**src/design/mer_pkg.sv**
```systemverilog
`default_nettype none
// ----------------------------------------------------------------------------
// mer_pkg
// Widths, microcode field encodings, control word and status types shared by
// the midpoint ellipse rasterizer.
// ----------------------------------------------------------------------------
package mer_pkg;

    localparam int RADIUS_BITS  = 10;
    localparam int COORD_BITS   = 12;

    localparam int XY_W         = RADIUS_BITS + 2;
    localparam int SQ_W         = 2 * RADIUS_BITS;
    localparam int SUM2_W       = SQ_W + 1;
    localparam int MUL_W        = 2 * RADIUS_BITS + 3;
    localparam int PROD_W       = 2 * MUL_W;
    localparam int DEC_W        = PROD_W + 2;
    localparam int OUT_W        = COORD_BITS + 1;
    localparam int SUM_W        = ((OUT_W > XY_W) ? OUT_W : XY_W) + 1;
    localparam int IN_FIELDS_W  = 2 * COORD_BITS + 2 * RADIUS_BITS;
    localparam int IN_DATA_W    = ((IN_FIELDS_W + 7) / 8) * 8;
    localparam int OUT_FIELDS_W = 8 * OUT_W;
    localparam int OUT_DATA_W   = ((OUT_FIELDS_W + 7) / 8) * 8;
    localparam int PC_W         = 5;

    // microcode addresses
    localparam logic [PC_W-1:0] UA_IDLE = PC_W'(0);
    localparam logic [PC_W-1:0] UA_S0   = PC_W'(1);
    localparam logic [PC_W-1:0] UA_S1   = PC_W'(2);
    localparam logic [PC_W-1:0] UA_S2   = PC_W'(3);
    localparam logic [PC_W-1:0] UA_S3   = PC_W'(4);
    localparam logic [PC_W-1:0] UA_S4   = PC_W'(5);
    localparam logic [PC_W-1:0] UA_EM0  = PC_W'(6);
    localparam logic [PC_W-1:0] UA_ZRO  = PC_W'(7);
    localparam logic [PC_W-1:0] UA_EM1  = PC_W'(8);
    localparam logic [PC_W-1:0] UA_T0   = PC_W'(9);
    localparam logic [PC_W-1:0] UA_T1   = PC_W'(10);
    localparam logic [PC_W-1:0] UA_T2   = PC_W'(11);
    localparam logic [PC_W-1:0] UA_T3   = PC_W'(12);
    localparam logic [PC_W-1:0] UA_T4   = PC_W'(13);
    localparam logic [PC_W-1:0] UA_E0   = PC_W'(14);
    localparam logic [PC_W-1:0] UA_E1   = PC_W'(15);
    localparam logic [PC_W-1:0] UA_C0   = PC_W'(16);
    localparam logic [PC_W-1:0] UA_C1   = PC_W'(17);
    localparam logic [PC_W-1:0] UA_C2   = PC_W'(18);
    localparam logic [PC_W-1:0] UA_U0   = PC_W'(19);
    localparam logic [PC_W-1:0] UA_U1   = PC_W'(20);
    localparam logic [PC_W-1:0] UA_U2   = PC_W'(21);

    localparam logic OP_START = 1'b0;

    typedef enum logic [3:0] {
        MUL_NONE,
        MUL_AA,
        MUL_BB,
        MUL_A2A2,
        MUL_A2B,
        MUL_B2A,
        MUL_XX,
        MUL_TS,
        MUL_B2X,
        MUL_A2Y,
        MUL_A2YP,
        MUL_B2XM
    } mul_op_t;

    typedef enum logic [2:0] {
        ACT_NONE,
        ACT_SUM,
        ACT_INIT1,
        ACT_ZERO,
        ACT_ENTER2,
        ACT_INIT2,
        ACT_UPD1,
        ACT_UPD2
    } act_t;

    typedef enum logic [2:0] {
        BR_NEXT,
        BR_JUMP,
        BR_ZERO,
        BR_OUTSIDE,
        BR_DISPATCH
    } br_t;

    typedef enum logic [1:0] {
        LAST_NO,
        LAST_YES,
        LAST_FIT
    } last_t;

    typedef struct packed {
        logic            take;
        logic            emit;
        last_t           last_sel;
        mul_op_t         mul;
        act_t            act;
        br_t             br;
        logic [PC_W-1:0] target;
    } ctrl_t;

    typedef struct packed {
        logic zero_rad;
        logic fits;
        logic slot_free;
        logic active;
        logic region_two;
    } status_t;

endpackage
`default_nettype wire

```
**src/design/mer_ucode_rom.sv**
```systemverilog
`default_nettype none
// ----------------------------------------------------------------------------
// mer_ucode_rom
// Microprogram store: one control word per step address.
// ----------------------------------------------------------------------------
module mer_ucode_rom (
    input  wire logic [mer_pkg::PC_W-1:0] addr,
    output mer_pkg::ctrl_t                word
);
    import mer_pkg::*;

    always_comb
    begin
        word          = '0;
        word.take     = 1'b0;
        word.emit     = 1'b0;
        word.last_sel = LAST_NO;
        word.mul      = MUL_NONE;
        word.act      = ACT_NONE;
        word.br       = BR_NEXT;
        word.target   = UA_IDLE;
        case (addr)
            UA_IDLE:
            begin
                word.take = 1'b1;
                word.br   = BR_DISPATCH;
            end
            // start: squares, a^4, a2+b2, then the region one decision
            UA_S0:
            begin
                word.mul    = MUL_AA;
                word.br     = BR_ZERO;
                word.target = UA_ZRO;
            end
            UA_S1: word.mul = MUL_BB;
            UA_S2:
            begin
                word.mul = MUL_A2A2;
                word.act = ACT_SUM;
            end
            UA_S3: word.mul = MUL_A2B;
            UA_S4: word.act = ACT_INIT1;
            UA_EM0:
            begin
                word.emit     = 1'b1;
                word.last_sel = LAST_NO;
                word.br       = BR_JUMP;
                word.target   = UA_IDLE;
            end
            UA_ZRO: word.act = ACT_ZERO;
            UA_EM1:
            begin
                word.emit     = 1'b1;
                word.last_sel = LAST_YES;
                word.br       = BR_JUMP;
                word.target   = UA_IDLE;
            end
            // region one step
            UA_T0: word.mul = MUL_XX;
            UA_T1: word.mul = MUL_TS;
            UA_T2:
            begin
                word.mul    = MUL_B2X;
                word.br     = BR_OUTSIDE;
                word.target = UA_E0;
            end
            UA_T3: word.mul = MUL_A2Y;
            UA_T4:
            begin
                word.act    = ACT_UPD1;
                word.br     = BR_JUMP;
                word.target = UA_EM0;
            end
            // switch to region two
            UA_E0:
            begin
                word.mul = MUL_B2A;
                word.act = ACT_ENTER2;
            end
            UA_E1: word.act = ACT_INIT2;
            // boundary check, emit with last flag
            UA_C0: word.mul = MUL_XX;
            UA_C1: word.mul = MUL_TS;
            UA_C2:
            begin
                word.emit     = 1'b1;
                word.last_sel = LAST_FIT;
                word.br       = BR_JUMP;
                word.target   = UA_IDLE;
            end
            // region two step
            UA_U0: word.mul = MUL_A2YP;
            UA_U1: word.mul = MUL_B2XM;
            UA_U2:
            begin
                word.act    = ACT_UPD2;
                word.br     = BR_JUMP;
                word.target = UA_C0;
            end
            default:
            begin
                word.br     = BR_JUMP;
                word.target = UA_IDLE;
            end
        endcase
    end

endmodule
`default_nettype wire

```
**src/design/mer_sequencer.sv**
```systemverilog
`default_nettype none
// ----------------------------------------------------------------------------
// mer_sequencer
// Step counter with conditional jumps and entry dispatch over the microcode.
// ----------------------------------------------------------------------------
module mer_sequencer (
    input  wire logic            clk,
    input  wire logic            rst_n,
    input  wire logic            in_valid,
    input  wire logic            in_op,
    input  wire mer_pkg::status_t status,
    output mer_pkg::ctrl_t       word
);
    import mer_pkg::*;

    logic [PC_W-1:0] pc_reg;
    logic [PC_W-1:0] pc_next;
    logic [PC_W-1:0] pc_inc;

    mer_ucode_rom u_rom (
        .addr (pc_reg),
        .word (word)
    );

    assign pc_inc = pc_reg + PC_W'(1);

    always_comb
    begin
        pc_next = pc_inc;
        case (word.br)
            BR_NEXT:    pc_next = pc_inc;
            BR_JUMP:    pc_next = word.target;
            BR_ZERO:    pc_next = status.zero_rad ? word.target : pc_inc;
            BR_OUTSIDE: pc_next = status.fits ? pc_inc : word.target;
            BR_DISPATCH:
            begin
                if (!in_valid)
                    pc_next = UA_IDLE;
                else if (in_op == OP_START)
                    pc_next = UA_S0;
                else if (!status.active)
                    pc_next = UA_IDLE;
                else if (status.region_two)
                    pc_next = UA_U0;
                else
                    pc_next = UA_T0;
            end
            default:    pc_next = UA_IDLE;
        endcase
        // hold the emit step while the output beat is still pending
        if (word.emit && !status.slot_free)
            pc_next = pc_reg;
    end

    always_ff @(posedge clk or negedge rst_n)
    begin
        if (!rst_n)
            pc_reg <= UA_IDLE;
        else
            pc_reg <= pc_next;
    end

endmodule
`default_nettype wire

```
**config.mk**
```make
export PLATFORM = sky130hd
export DESIGN_NAME = mer_sequencer
export DESIGN_NICKNAME = d
export VERILOG_FILES = /design/src/design/mer_pkg.sv /design/src/design/mer_ucode_rom.sv /design/src/design/mer_sequencer.sv
export SDC_FILE = /design/constraint.sdc
export NUM_CORES = 1
export LEC_CHECK = 0
export ABC_AREA = 1
export BUFFER_PORTS_ARGS = -buffer_cell sky130_fd_sc_hd__buf_2
export CORE_MARGIN = 3
export CORE_UTILIZATION = 55
export DETAILED_ROUTE_END_ITERATION = 8
export PLACE_DENSITY_LB_ADDON = 0.2
export SKIP_CTS_REPAIR_TIMING = 1
export SLEW_MARGIN = 10
export SYNTH_ARGS = -nofsm -noshare
export SYNTH_HDL_FRONTEND = slang
export SYNTH_SLANG_ARGS = --single-unit
```
**constraint.sdc**
```tcl
create_clock -name clk -period 3.2 [get_ports clk]
set_clock_uncertainty 0.15 [all_clocks]
set_input_delay 0.16 -clock clk [delete_from_list [all_inputs] [get_ports clk]]
set_output_delay 0.16 -clock clk [all_outputs]
set_load 0.01 [all_outputs]
```
==> impl_metrics.yaml <==
global_route:
  grt_first_pass_wirelength_microns: 3877
  track_usage: 0.2374
  grt_pass1_vias: 956
  grt_overflow: 0
  antenna_found_initial: 0
  grt_max_degree: 11
placement:
  dp_hpwl_microns: 2113
  gp_congestion: 0.9486
  port_buffers: 27
  place_ws_ns: 1.025
sta:
  fmax_ghz: 0.4364
  tightest_slew_ns: 0.4156
  min_period_over_period: 0.7161
  relSlewSlack: 0.7229
  hold_viol: 0
  setup_slack_ns: 0.9084
  finalSetupViolCount: 0
  rsz0062_at_grt: "no"
  final_max_slew_viol_count: 0
  fin_crit_ns: 2.292
  fin_setup_tns_ns: 0
  fin_hold_ws_ns: 0.1164
floorplan:
  core-area_sq_mm: 0.001559
  die_w_microns: 47.53
  die_h_microns: 47.53
  dieArea_sq_mm: 0.002259
  initial_core_util: 0.6083
  io_pins: 28
  rows: 14
final_layout:
  nNetsFinal: 198
  drive_gt1_frac: 0.3060
  ff_latch_area_sq_um: 125.1
  multi_input_area_sq_um: 710.7
  antennaDiodeCount: 0
  area_growth_pct: 17.02
  n_fill_cell: 141
  largest_reg_flops: 5
route:
  first_pass_iters: 4
  antenna_left: 0
  via_per_inst: 5.347
  drt_iter0_drc: 28
  drt_wl_total_microns: 2469
  num_vias: 1064
  drc: 0
  wl_per_cell_microns: 12.41
clock_tree:
  cts_buffers: 3
  htree_num_levels: 1
  cts_buffer_depth: 2
  cts_tree: "yes"
  cts_root_buf: "clkbuf_4"
  numClockSinks: 5
  clock_latency_ns: 0.23
  path_clk_slew_ns: 0.04
run_status:
  status: "finished clean"
setup_path:
  reg2reg_depth: 14
  worst_setup_path_end_kind: "primary output"
  critical_path_class: "reg2out"
  worstPathArrival_ns: 1.98
  critPathLaunchType: "register"
  cp_data_required_time_ns: 2.89
  crit_path_max_fanout: 7
yosys:
  syn-num-nets: 168
  synth_area_per_cell_sq_um: 6.159
  synthMostInstantiatedCell: "nand2_1"
  synth_seq_cells: 5
  synthCells: 154
  yosysWarnings: 0
  yosys-top-cells-area: "nand2_1 18%, dfrtp_1 13%, inv_1 7.5%"
  synth-main-ff-cell: "dfrtp_1"
  async_reset_ff_frac: 1.000
  synth_area_sq_um: 948.4
  yosysTopAreaCell: "nand2_1"
  ys_types: 32
  synth_commonest_cells: "46 x nand2_1, 19 x inv_1, 12 x nand3_1, 12 x nor2_1, 7 x nor2_2"
  ys_seq_area_frac: 0.1319
  synth_top_area_share: 0.1821
  synth_edf_count: 0
pwr:
  p_per_area_mw_per_mm2: 775.3
  irDropWorstVdd_mv: 0.5201
  p_leak_nw: 0.6632
run:
  drv_cap: 0
hold_path:
  min_path_type: "in2async"
==> power by group <==
part           internal, mW  switching (mW)  leakage, nW
sequential           0.0825          0.0395       0.0668
combinational         0.237           0.430        0.581
clock                0.0470          0.0237       0.0150
total                 0.367           0.494        0.663
==> logic make-up (layout without fill, tap and decap cells) <==
group	after synthesis	in the layout	synth area share
AO/OA/AOI/OAI	20	20	0.1319
XOR/XNOR	1	1	0.009237
adder cells (fa/ha/maj)	5	5	0.06596
buffers and inverters	25	54	0.1187
flip-flops	5	5	0.1319
AND/OR/NAND/NOR	98	98	0.5422
==> worst paths after layout <==
path | startpoint | to | slack, ns
max | pc_reg[0]$_DFFE_PN0N_ | word[5] | 0.91
min | rst_n | pc_reg[2]$_DFFE_PN0N_ | 0.12
max reg2reg | pc_reg[0]$_DFFE_PN0N_ | pc_reg[2]$_DFFE_PN0N_ | 1.02
min reg2reg | pc_reg[1]$_DFFE_PN0N_ | pc_reg[1]$_DFFE_PN0N_ | 0.45
max in group asynchronous | rst_n | pc_reg[0]$_DFFE_PN0N_ | 2.65
min in group clk | status[2] | pc_reg[1]$_DFFE_PN0N_ | 0.12
==> cells in the final DEF (no fill, tap or decap), types with 5 or more instances in the layout <==
| master | synthesis | routed |
|---|---|---|
| nor2_1 | 12 | 12 |
| ha_1 | 5 | 5 |
| nor2_2 | 7 | 7 |
| o21ai_0 | 6 | 6 |
| buf_2 | 0 | 27 |
| nand3_1 | 12 | 12 |
| nand2_1 | 46 | 46 |
| dfrtp_1 | 5 | 5 |
| inv_1 | 19 | 19 |
==> critical path, cell delays in order, from the launching register on <==
cell and delay, ns:
dfrtp_1 0.45, inv_1 0.13, ha_1 0.25, inv_1 0.11
nor2_1 0.08, nand2_1 0.16, nand3_2 0.11, nor2_2 0.13
nand3_4 0.12, nand2_1 0.07, buf_2 0.12
==> layout make-up <==
| class | count | share of cell area |
|---|---|---|
| clock buffers | 4 | 0.02368 |
| inverters | 22 | 0.07441 |
| repair buffers | 28 | 0.1308 |
| multi-input cells | 124 | 0.6404 |
| flip-flops and latches | 5 | 0.1127 |
| well taps | 16 | 0.01804 |
==> routing by layer <==
layer | vias up | wire, microns | track usage
li1 | 550 | - | -
met1 | 476 | 1084 | 0.2787
met2 | 36 | 1306 | 0.4305
met4 | 0 | 14 | 0.09945
met5 | - | 0 | 0
met3 | 2 | 63 | 0.02632
==> metrics by stage <==
stage                     utilization  instance area [sq um]  total power [mW]  std cells
after floorplan                     -                  948.4            0.6168        154
after global placement         0.6886                   1074            0.7746        194
after detailed placement       0.6886                   1074            0.7859        194
after CTS                      0.7055                   1100            0.8615        198
after global routing           0.7119                   1110            0.9473        199
final                          0.7119                   1110            0.8604        199
No activity file was read; power rests on OpenSTA's default activity.
